## config.mk

```make
export PLATFORM = sky130hd
export DESIGN_NAME = sprite_entry_tile_decoder
export DESIGN_NICKNAME = d
export VERILOG_FILES = /design/src/setd_pkg.sv /design/src/setd_front.sv /design/src/setd_queue.sv /design/src/setd_back.sv /design/src/sprite_entry_tile_decoder.sv
export VERILOG_INCLUDE_DIRS = /design/src /design/src/src
export SDC_FILE = /design/constraint.sdc
export NUM_CORES = 1
export LEC_CHECK = 0
export BUFFER_PORTS_ARGS = -buffer_cell sky130_fd_sc_hd__buf_4
export CAP_MARGIN = 5
export CORE_UTILIZATION = 54
export DETAILED_ROUTE_END_ITERATION = 6
export HOLD_SLACK_MARGIN = 0.1
export PLACE_DENSITY_LB_ADDON = 0.15
export RECOVER_POWER = 50
export SETUP_SLACK_MARGIN = 0.4
export SLEW_MARGIN = 20
export SYNTH_ARGS = -nofsm -noshare
export SYNTH_HDL_FRONTEND = slang
export SYNTH_HIERARCHICAL = 1
export SYNTH_SLANG_ARGS = --single-unit
```

## constraint.sdc

```tcl
create_clock -name clk -period 5.1 [get_ports clk]
set_input_delay 1.275 -clock clk [delete_from_list [all_inputs] [get_ports clk]]
set_output_delay 1.275 -clock clk [all_outputs]
set_load 0.005 [all_outputs]
```

## src/sprite_entry_tile_decoder_assert.svh

```systemverilog
// Assertion macros shared by the sprite entry tile decoder modules.
// Depends on nothing; included by the modules that carry assertions.
`ifndef SPRITE_ENTRY_TILE_DECODER_ASSERT_SVH
`define SPRITE_ENTRY_TILE_DECODER_ASSERT_SVH

// Condition must never hold at a clock edge outside reset.
`define SETD_ASSERT_NEVER(lbl, clk, rst_n, cond, msg) \
    lbl: assert property (@(posedge clk) disable iff (!rst_n) !(cond)) \
        else $error(msg);

// Precondition in one cycle implies the postcondition in the next cycle.
`define SETD_ASSERT_NEXT(lbl, clk, rst_n, pre, post, msg) \
    lbl: assert property (@(posedge clk) disable iff (!rst_n) (pre) |=> (post)) \
        else $error(msg);

`endif

```

## src/setd_pkg.sv

```systemverilog
// Package for the sprite entry tile decoder: constants and the queued entry type.
// Depends on nothing; used by every module of the block.
package setd_pkg;

    localparam int unsigned SETD_QUEUE_DEPTH = 2;

    localparam logic [9:0]  SX_WRAP_LIMIT = 10'd320;
    localparam logic [9:0]  SY_WRAP_LIMIT = 10'd256;
    localparam logic [9:0]  WRAP_SPAN     = 10'd512;
    localparam logic signed [10:0] SX_MIRROR   = 11'sd304;
    localparam logic signed [10:0] SY_MIRROR   = 11'sd240;
    localparam logic signed [10:0] SX_LIMIT_HI = 11'sd320;
    localparam logic signed [10:0] SX_LIMIT_LO = -11'sd15;
    localparam logic signed [10:0] Y_OFFSET    = 11'sd8;

    localparam logic [1:0] APB_ADDR_W = 2'd3;
    localparam logic       REG_FLIP_SCREEN = 1'b0;

    // One accepted, visible entry, fully decoded and waiting for the tile sequencer.
    typedef struct packed {
        logic [13:0]        code_base;  // tile code with the group bits cleared
        logic [2:0]         last_idx;   // tiles in the run minus one
        logic               flip_y_src; // entry's own y flip, picks code order
        logic               flip_scr;   // flip_screen at decode, picks y step sign
        logic signed [9:0]  x_pos;
        logic signed [10:0] y_base;     // screen y of tile 0, offset included
        logic               mirror_x;
        logic               mirror_y;
        logic [4:0]         palette;
    } setd_entry_t;

    // Status of the queue as seen by the sequencer.
    typedef struct packed {
        logic        valid;
        setd_entry_t head;
    } setd_q_status_t;

endpackage

```

## src/setd_front.sv

```systemverilog
// Front end of the sprite entry tile decoder: classifies and decodes one entry.
// Depends on setd_pkg.
module setd_front
    import setd_pkg::*;
(
    input  logic        flip_screen,
    input  logic [15:0] y_word,
    input  logic [15:0] code_word,
    input  logic [15:0] x_word,
    input  logic        frame_odd,
    output logic        visible,
    output setd_entry_t entry
);

    logic [8:0]         sx_raw;
    logic [8:0]         sy_raw;
    logic signed [10:0] sx_wrap;
    logic signed [10:0] sy_wrap;
    logic signed [10:0] sx_final;
    logic signed [10:0] sy_final;
    logic [2:0]         last_idx;
    logic               on_screen;

    assign sx_raw = x_word[8:0];
    assign sy_raw = y_word[8:0];

    // Nine-bit positions past the wrap point become negative.
    assign sx_wrap = ({1'b0, sx_raw} >= SX_WRAP_LIMIT)
                   ? $signed({1'b1, {1'b0, sx_raw} - WRAP_SPAN})
                   : $signed({2'b00, sx_raw});
    assign sy_wrap = ({1'b0, sy_raw} >= SY_WRAP_LIMIT)
                   ? $signed({1'b1, {1'b0, sy_raw} - WRAP_SPAN})
                   : $signed({2'b00, sy_raw});

    // Flip-screen undoes the mirror, so the wrapped value is used directly.
    always_comb
    begin
        if (flip_screen)
        begin
            sx_final = sx_wrap;
            sy_final = sy_wrap;
        end
        else
        begin
            sx_final = SX_MIRROR - sx_wrap;
            sy_final = SY_MIRROR - sy_wrap;
        end
    end

    always_comb
    begin
        unique case (y_word[10:9])
            2'd0:    last_idx = 3'd0;
            2'd1:    last_idx = 3'd1;
            2'd2:    last_idx = 3'd3;
            default: last_idx = 3'd7;
        endcase
    end

    assign on_screen = (sx_final < SX_LIMIT_HI) && (sx_final >= SX_LIMIT_LO);
    assign visible   = (code_word != 16'd0) && !(y_word[12] && frame_odd) && on_screen;

    always_comb
    begin
        entry.code_base  = code_word[13:0] & ~{11'd0, last_idx};
        entry.last_idx   = last_idx;
        entry.flip_y_src = y_word[14];
        entry.flip_scr   = flip_screen;
        entry.x_pos      = sx_final[9:0];
        entry.y_base     = sy_final - Y_OFFSET;
        entry.mirror_x   = y_word[13] ^ flip_screen;
        entry.mirror_y   = y_word[14] ^ flip_screen;
        entry.palette    = x_word[13:9];
    end

endmodule

```

## src/setd_queue.sv

```systemverilog
// Short entry queue between the decode front end and the tile sequencer.
// Depends on setd_pkg and the assertion macro header.
`include "sprite_entry_tile_decoder_assert.svh"

module setd_queue
    import setd_pkg::*;
#(
    parameter int unsigned DEPTH = SETD_QUEUE_DEPTH
)
(
    input  logic           clk,
    input  logic           rst_n,
    input  logic           push,
    input  setd_entry_t    push_entry,
    input  logic           pop,
    output logic           full,
    output setd_q_status_t status
);

    localparam int unsigned PTR_W = (DEPTH > 1) ? $clog2(DEPTH) : 1;
    localparam int unsigned CNT_W = $clog2(DEPTH + 1);
    localparam logic [PTR_W-1:0] LAST_PTR  = PTR_W'(DEPTH - 1);
    localparam logic [CNT_W-1:0] DEPTH_CNT = CNT_W'(DEPTH);

    setd_entry_t      slot_reg [DEPTH];
    logic [PTR_W-1:0] wr_ptr_reg, wr_ptr_next;
    logic [PTR_W-1:0] rd_ptr_reg, rd_ptr_next;
    logic [CNT_W-1:0] count_reg, count_next;

    assign full         = (count_reg == DEPTH_CNT);
    assign status.valid = (count_reg != '0);
    assign status.head  = slot_reg[rd_ptr_reg];

    always_comb
    begin
        wr_ptr_next = wr_ptr_reg;
        rd_ptr_next = rd_ptr_reg;
        count_next  = count_reg;
        if (push)
        begin
            wr_ptr_next = (wr_ptr_reg == LAST_PTR) ? '0 : wr_ptr_reg + 1'b1;
        end
        if (pop)
        begin
            rd_ptr_next = (rd_ptr_reg == LAST_PTR) ? '0 : rd_ptr_reg + 1'b1;
        end
        if (push && !pop)
        begin
            count_next = count_reg + 1'b1;
        end
        else if (pop && !push)
        begin
            count_next = count_reg - 1'b1;
        end
    end

    always_ff @(posedge clk or negedge rst_n)
    begin
        if (!rst_n)
        begin
            wr_ptr_reg <= '0;
            rd_ptr_reg <= '0;
            count_reg  <= '0;
        end
        else
        begin
            wr_ptr_reg <= wr_ptr_next;
            rd_ptr_reg <= rd_ptr_next;
            count_reg  <= count_next;
        end
    end

    always_ff @(posedge clk)
    begin
        if (push)
        begin
            slot_reg[wr_ptr_reg] <= push_entry;
        end
    end

    `SETD_ASSERT_NEVER(a_no_overflow, clk, rst_n, push && full, "push into full queue")
    `SETD_ASSERT_NEVER(a_no_underflow, clk, rst_n, pop && !status.valid, "pop from empty queue")
    `SETD_ASSERT_NEVER(a_count_range, clk, rst_n, count_reg > DEPTH_CNT, "queue count out of range")

endmodule

```

## src/setd_back.sv

```systemverilog
// Tile sequencer of the sprite entry tile decoder: walks one entry's tile stack.
// Depends on setd_pkg and the assertion macro header.
`include "sprite_entry_tile_decoder_assert.svh"

module setd_back
    import setd_pkg::*;
(
    input  logic               clk,
    input  logic               rst_n,
    input  setd_q_status_t     status,
    output logic               pop,
    output logic               tile_valid,
    output logic [13:0]        tile_code,
    output logic signed [9:0]  x_pos,
    output logic signed [10:0] y_pos,
    output logic               mirror_x,
    output logic               mirror_y,
    output logic [4:0]         palette_bank,
    output logic               last_tile
);

    setd_entry_t        cur_reg;
    logic               active_reg;
    logic [2:0]         idx_reg;
    logic               load;

    logic [2:0]         code_off;
    logic signed [10:0] y_step;
    logic signed [10:0] y_tile;

    logic               valid_reg;
    logic [13:0]        code_reg;
    logic signed [9:0]  x_reg;
    logic signed [10:0] y_reg;
    logic               mx_reg;
    logic               my_reg;
    logic [4:0]         pal_reg;
    logic               last_reg;

    // A new entry is taken when idle or on the final tile of the current run.
    assign load = status.valid && (!active_reg || (idx_reg == 3'd0));
    assign pop  = load;

    // Tiles run from the far end of the stack down to index zero.
    assign code_off = cur_reg.flip_y_src ? idx_reg : (cur_reg.last_idx - idx_reg);
    assign y_step   = $signed({4'd0, idx_reg, 4'd0});
    assign y_tile   = cur_reg.flip_scr ? (cur_reg.y_base + y_step)
                                       : (cur_reg.y_base - y_step);

    always_ff @(posedge clk or negedge rst_n)
    begin
        if (!rst_n)
        begin
            active_reg <= 1'b0;
            idx_reg    <= 3'd0;
            valid_reg  <= 1'b0;
        end
        else
        begin
            valid_reg <= active_reg;
            if (load)
            begin
                active_reg <= 1'b1;
                idx_reg    <= status.head.last_idx;
            end
            else if (active_reg)
            begin
                if (idx_reg == 3'd0)
                begin
                    active_reg <= 1'b0;
                end
                else
                begin
                    idx_reg <= idx_reg - 3'd1;
                end
            end
        end
    end

    always_ff @(posedge clk)
    begin
        if (load)
        begin
            cur_reg <= status.head;
        end
        code_reg <= cur_reg.code_base | {11'd0, code_off};
        x_reg    <= cur_reg.x_pos;
        y_reg    <= y_tile;
        mx_reg   <= cur_reg.mirror_x;
        my_reg   <= cur_reg.mirror_y;
        pal_reg  <= cur_reg.palette;
        last_reg <= (idx_reg == 3'd0);
    end

    assign tile_valid   = valid_reg;
    assign tile_code    = code_reg;
    assign x_pos        = x_reg;
    assign y_pos        = y_reg;
    assign mirror_x     = mx_reg;
    assign mirror_y     = my_reg;
    assign palette_bank = pal_reg;
    assign last_tile    = last_reg;

    `SETD_ASSERT_NEXT(a_run_continues, clk, rst_n, valid_reg && !last_reg, valid_reg,
        "tile run broken before its last tile")
    `SETD_ASSERT_NEXT(a_idx_counts_down, clk, rst_n, active_reg && (idx_reg != 3'd0),
        active_reg && (idx_reg == $past(idx_reg) - 3'd1), "tile index did not step down")
    `SETD_ASSERT_NEXT(a_idle_after_run, clk, rst_n,
        active_reg && (idx_reg == 3'd0) && !status.valid, !active_reg,
        "sequencer stayed busy after its final tile")

endmodule

```

## src/sprite_entry_tile_decoder.sv

```systemverilog
// Top level of the sprite entry tile decoder: APB register, front end, queue, sequencer.
// Depends on setd_pkg, setd_front, setd_queue and setd_back.
//
//  Channel   | Handshake                        | Payload
//  ----------+----------------------------------+----------------------------------------
//  entry in  | start, busy                      | y_word, code_word, x_word, frame_odd
//  tile out  | tile_valid (one-cycle strobe)    | tile_code, x_pos, y_pos, mirror_x,
//            |                                  | mirror_y, palette_bank, last_tile
//  config    | psel, penable, pwrite, pready    | paddr, pwdata, prdata
//
// An entry is decoded in the cycle it is accepted and lands in a two-entry queue, so a
// transaction is taken whenever the queue has room; busy means the queue is full.
// The tile sequencer emits one tile per cycle, 1, 2, 4 or 8 tiles per entry, and moves
// straight from the last tile of one entry to the first of the next when the queue holds
// one. An accepted entry is registered in the queue, then in the sequencer, and its first
// tile is then registered on the outputs. Dropped entries (unused, flickered out, off screen) give no tile.
// Reset clears the queue, the sequencer and flip_screen. The receiver cannot stall;
// each tile strobe is taken in the cycle it is shown.
module sprite_entry_tile_decoder
    import setd_pkg::*;
#(
    parameter int unsigned QUEUE_DEPTH = SETD_QUEUE_DEPTH
)
(
    input  logic               clk,
    input  logic               rst_n,

    input  logic               psel,
    input  logic               penable,
    input  logic               pwrite,
    input  logic [2:0]         paddr,
    input  logic [31:0]        pwdata,
    output logic [31:0]        prdata,
    output logic               pready,

    input  logic               start,
    output logic               busy,
    input  logic [15:0]        y_word,
    input  logic [15:0]        code_word,
    input  logic [15:0]        x_word,
    input  logic               frame_odd,

    output logic               tile_valid,
    output logic [13:0]        tile_code,
    output logic signed [9:0]  x_pos,
    output logic signed [10:0] y_pos,
    output logic               mirror_x,
    output logic               mirror_y,
    output logic [4:0]         palette_bank,
    output logic               last_tile
);

    logic           flip_screen_reg;
    logic           cfg_write;
    logic           reg_hit;

    logic           visible;
    setd_entry_t    front_entry;
    logic           push;
    logic           pop;
    logic           q_full;
    setd_q_status_t q_status;

    // Register index is the word address; paddr's low bits select bytes and are ignored.
    assign pready    = 1'b1;
    assign reg_hit   = (paddr[APB_ADDR_W-1] == REG_FLIP_SCREEN);
    assign cfg_write = psel && penable && pwrite;
    assign prdata    = reg_hit ? {31'd0, flip_screen_reg} : 32'd0;

    always_ff @(posedge clk or negedge rst_n)
    begin
        if (!rst_n)
        begin
            flip_screen_reg <= 1'b0;
        end
        else if (cfg_write && reg_hit)
        begin
            flip_screen_reg <= pwdata[0];
        end
    end

    // The front end decodes combinationally; invisible entries are accepted and discarded.
    setd_front u_front (
        .flip_screen (flip_screen_reg),
        .y_word      (y_word),
        .code_word   (code_word),
        .x_word      (x_word),
        .frame_odd   (frame_odd),
        .visible     (visible),
        .entry       (front_entry)
    );

    assign busy = q_full;
    assign push = start && !q_full && visible;

    setd_queue #(
        .DEPTH (QUEUE_DEPTH)
    ) u_queue (
        .clk        (clk),
        .rst_n      (rst_n),
        .push       (push),
        .push_entry (front_entry),
        .pop        (pop),
        .full       (q_full),
        .status     (q_status)
    );

    setd_back u_back (
        .clk          (clk),
        .rst_n        (rst_n),
        .status       (q_status),
        .pop          (pop),
        .tile_valid   (tile_valid),
        .tile_code    (tile_code),
        .x_pos        (x_pos),
        .y_pos        (y_pos),
        .mirror_x     (mirror_x),
        .mirror_y     (mirror_y),
        .palette_bank (palette_bank),
        .last_tile    (last_tile)
    );

endmodule

```

## After elaboration in Yosys (flattened, before gate mapping)

Memories as Yosys holds them, arrays and structs flattened.
Index checks and enable logic that the tools add are counted.

| word-level totals | value |
|---|---|
| bits in registers | 100 |
| bits in writable memories | 94 |
| input bits | 90 |
| output and inout bits | 78 |
| word-level logic and storage cells | 96 |
| memories | 1 |

Memory list:

| name | words | width | rd ports | clocked after memory_dff | wr ports | line | source |
|---|---|---|---|---|---|---|---|
| u_queue.slot_reg | 2 | 47 | 1 | 0 | 1 | setd_queue.sv:25 | `setd_entry_t slot_reg [DEPTH];` |

| cells by class | value |
|---|---|
| add/subtract/negate cells | 13 |
| $lt $le $gt $ge | 4 |
| eq/ne operators | 4 |
| muxes and demuxes | 20 |
| bitwise gates (word level) | 6 |
| reductions and logical operators | 25 |

Operator list:

| cell | count |
|---|---|
| 11-bit 2-to-1 mux | 5 |
| 9-bit by 10-bit subtractor with 10-bit output, second input constant | 2 |
| 9-bit greater-or-equal comparator, second input constant | 2 |
| 16-bit nonzero test | 1 |
| 14-bit bitwise AND | 1 |
| 3-bit inverter with 14-bit output | 1 |
| 14-bit by 3-bit OR with 14-bit output | 1 |
| 1-bit logical AND | 12 |
| 3-bit 2-to-1 mux | 4 |
| 11-bit by 8-bit adder with 11-bit output | 1 |
| 11-bit by 5-bit greater-or-equal comparator with 1-bit output, second input constant | 1 |
| 11-bit by 10-bit < comparator with 1-bit output, second input constant | 1 |
| 10-bit by 11-bit subtractor with 11-bit output, first input constant | 1 |
| 11-bit by 5-bit subtractor with 11-bit output, second input constant | 1 |
| 11-bit by 8-bit subtractor with 11-bit output | 1 |
| 9-bit by 11-bit subtractor with 11-bit output, first input constant | 1 |
| 3-bit one-hot mux with 3 select lines | 1 |
| 1-bit 2-to-1 mux | 8 |
| 2-bit nonzero test | 3 |
| 1-bit logical NOT | 5 |
| 2-bit == test, second input constant | 2 |
| 2-bit 2-to-1 mux | 2 |
| 3-bit logical NOT | 1 |
| 3-bit by 1-bit subtractor with 3-bit output, second input constant | 1 |
| 11 further kinds | 13 |

## Logic depth before layout (Yosys ltp)

| logic depth | value |
|---|---|
| word-level depth | 12 |
| mapped depth | 14 |
| depth with buffers taken out | 13 |

## Hierarchy

The synthesis kept the hierarchy.

By module, submodules not included:

| module | times used | cells each | area an instance (sq um) | seq. area each (sq um) |
|---|---|---|---|---|
| setd_queue | 1 | 162 | 3659.8 | 2922.8 |
| setd_back | 1 | 164 | 2910.3 | 2397.3 |
| setd_front | 1 | 144 | 1009.7 | 0.0 |
| sprite_entry_tile_decoder | 1 | 40 | 309.0 | 25.0 |

## Least setup slack after synthesis

No wires, ideal clock.

| timing | value |
|---|---|
| kind | input to register |
| from | in x_word[0] |
| to | mem u_queue/slot_reg[0][0] in the netlist's numbering, enable pin |
| setup time | 0.457 ns |
| data arrival time | 4.802 ns |
| data required time | 4.643 ns |
| slack | -0.159 ns |
| stages on the path | 10 |
| buffers on the path | 0 |
| cells stage by stage | inv_1 > ha_1 > nor4b_1 > xnor2_1 > nand2_1 > nor4b_1 > a22o_1 > nand2_1 > nor2_1 > nor2b_1 |

RTL lines:

| what | line | source |
|---|---|---|
| start: declaration | sprite_entry_tile_decoder.sv:40 | `input logic [15:0] x_word,` |
| end: declaration | setd_queue.sv:25 |  |

==> key figures <==
Placed design
  – Dpl hpwl: a little over 8 mm
  – GPL Wtd Cong: 0.873
  – Port Buffers: slightly below 100

Timing
  – Period utilisation layout: 74.4%
  – Max frequency: 264 MHz
  – Final setup viols: 0
  – Max Slew Vio Count: 26
  – RSZ-0062 raised after global routing: no
  – Final min period: approximately 3.8 ns
  – Final clock skew: 0.0122 ns
  – Setup TNS: 0 ns
  – Final hold violation count: 0
  – Slew @ Worst Pin: 1.53 ns
  – Max_slew headroom: -2.16%

Die
  – # rows: 43
  – Die Width: 123 um
  – Initial Utilization: 56.2%
  – Core area: 14000 um2
  – Io pins: 168
  – Area of the die: 15100 um2
  – Die H: 123 um

Drt
  – Post-DR wirelength/cell: 15.5 um
  – Vias post-DR: 4039
  – # DRC: 0
  – Wire length on met3: 500 um
  – Top routing layer in use: met4
  – Met1 WL: 5.31 mm
  – Via density: 5.10
  – WL met2: 6.37 mm
  – Final WL: between 10 and 15 mm
  – Drt first-iter violations: between 200 and 250
  – Antenna viol nets, final: 0
  – Drt pass-1 iters: 4

Synth
  – Synth Area in Compound Gates: 4.28%
  – Syn_area_per_cell: 15.5 um2
  – Synth area leader: edfxtp_1
  – Main combinational cell family by area after synthesis: multiplexers
  – Cells after Synth: 510
  – Synth area leaders: edfxtp_1 54%, dfxtp_1 11%, buf_4 4.9%
  – Post-synthesis mux area share: 8.63%
  – Asr flop ratio synth: 5.15%
  – Post-synth top flop: edfxtp_1
  – YS warnings: 6
  – Share of the synthesized area in the top cell type: 53.7%
  – Mapped cell area: 7890 um2
  – Post-synth EDFFs: 141
  – Synth cell types: 68
  – Yosys reg bits: 194
  – Adder-cell share of the synthesized area: 2.55%
  – Xor/xnor share of the synthesized area: 2.89%
  – Simple-gate area share of the yosys netlist: 7.09%
  – Sequential area share after synthesis: ~68%

Final layout
  – Max reg flops: 94
  – Layout area overhead: 14.8%
  – Final net count: 703
  – Share of cells above drive strength 1: between 20% and 30%
  – Most frequent cells in the layout: 141 x edfxtp_1, 58 x buf_4, 43 x dfxtp_1, 32 x conb_1
  – Fillcell total: 1036
  – N_diodes: 0
  – Commonest non-fill, non-tap cell in the layout: edfxtp_1

Clock network
  – CTS buffer count: 17
  – Maximum buffer depth of the clock tree: 2
  – Post-CTS resize count: 0
  – TritonCTS clock tree: yes
  – Post-CTS Hold Fix Bufs: 0
  – H-tree Lvls: 4
  – CTS clk-pin slew, worst paths: about 0.06 ns
  – Root Buffer: clkbuf_16
  – CTS sink count: 194
  – Insertion delay to the later sink of the worst-skew pair: 0.42 ns
  – Post-CTS setup buffers: 0

Power and ir drop
  – Combinational power share: 25.0%
  – Pleak: 3.40 nW
  – Switching Fraction: 27.1%
  – Maximum VDD drop: roughly 270 uV
  – Clk pwr share: between 20% and 30%
  – Internal Power: 3.74 mW
  – Post-layout total power: 5.13 mW
  – Seq pwr share: ~47%
  – P per Cell Area: 566 nW/um2
  – Switching power total: 1.39 mW

Status
  – Failing checks: max-capacitance violations, max-slew violations
  – Status: finished with violations

GRT
  – Largest net degree at the start of global routing: 49
  – GRT Residual Overflow: 0
  – First-pass GRT wire length: 19.1 mm
  – GRT Overall Usage: 17.2%
  – Vias in the first global route: 3909
  – Initial antenna violation count: 0

Critical path
  – Required time of the critical path: 5.18 ns
  – Worst setup SP type: primary input
  – Max FO, Critical Path: 25
  – WP data arrival: 3.87 ns
  – Critical path class: in2reg
  – Setup crit end kind: flip-flop

Job
  – Max_cap viols: 1

Min path
  – Hold WC Path Type: reg2reg
kinds of logic after synthesis:
| kind of cell | Yosys count |
|---|---|
| DFF | 194 |
| adders and majority gates | 15 |
| buffers and inverters | 79 |
| xor gates and xnor gates | 26 |
| and+or+nand+nor | 94 |
| AOI/OAI and AO/OA | 46 |
| muxes | 54 |
| other | 2 |
per-layer routing:
layer | track usage [%] | vias up
met4 | 7.09 | 0
li1 | - | 1969
met3 | 4.23 | 10
met1 | 20.8 | 1959
met2 | 29.4 | 101
met5 | 0 | -
worst paths after layout:
kind / startpoint / endpoint / slack [ns] / depth (start not counted)
max: x_word[2] / u_queue/slot_reg[1][12]$_DFFE_PP_ / 1.31 / 10
min: u_back/cur_reg[44]$_DFFE_PP_ / u_back/tile_code[11]$_DFF_P_ / 0.34 / 0
max reg2reg: u_queue/rd_ptr_reg$_DFFE_PN0P_ / u_back/idx_reg[2]$_DFFE_PN0P_ / 2.01 / 6
min reg2reg: u_back/cur_reg[44]$_DFFE_PP_ / u_back/tile_code[11]$_DFF_P_ / 0.34 / 0
max in group asynchronous: rst_n / u_back/tile_valid$_DFF_PN0_ / 3.86 / 1
min in group asynchronous: rst_n / flip_screen_reg$_DFFE_PN0P_ / 0.84 / 1
Yosys cell counts, drive strengths merged, types with 5 or more instances:
cell and count:
nor4 11, buf 62, nand2b 5, dfxtp 43, xor2 13, nor2 13
dfrtp 10, edfxtp 141, a21oi 6, ha 12, nand2 18, xnor2 13
and2 5, or2 5, inv 14, o21ai 14, nor3 6, mux2 52
nor2b 5
critical path, stage by stage:
cell and delay, ns:
buf_4 0.13, nor4_1 0.65, o21ai_0 0.20, xnor2_1 0.27, nor4b_1 0.27, a22o_1 0.22
nand2_1 0.06, nor2_1 0.23, and2_2 0.21, buf_4 0.33
metrics by stage:
stage / util, % / cells / hold slack (ns) / setup WS (ns) / area (um2)
2_1_floorplan: - / 540 / 0.323 / 0.726 / 8000
3_3_place_gp: 60.9 / 760 / 0.325 / 1.16 / 8550
3_5_place_dp: 60.9 / 760 / 0.327 / 1.10 / 8550
4_1_cts: 65.6 / 792 / 0.341 / 1.55 / 9210
5_1_grt: 64.5 / 792 / 0.349 / 1.07 / 9050
6_report: 64.5 / 792 / 0.338 / 1.31 / 9050
power groups by stage:
stage / Clock [mW] / Combinational, mW / Sequential, mW
floorplan: 0 / 0.947 / 2.39
global placement: 0 / 1.32 / 2.43
detailed placement: 0 / 1.37 / 2.45
CTS: 1.47 / 1.38 / 2.42
global route: 1.53 / 1.42 / 2.45
finish: 1.44 / 1.28 / 2.40
area by class of cell:
cell class                 instances  area (um2)  share of cell area, %
clock buffer                      20         457                   5.04
timing repair buffer             105         709                   7.84
clock inverter                    12         201                   2.22
inverter                          14        52.6                  0.580
tap                              180         225                   2.49
multi-input combinational        267        2060                   22.8
sequential                       194        5350                   59.0
Power figures use the tool's default switching activity.
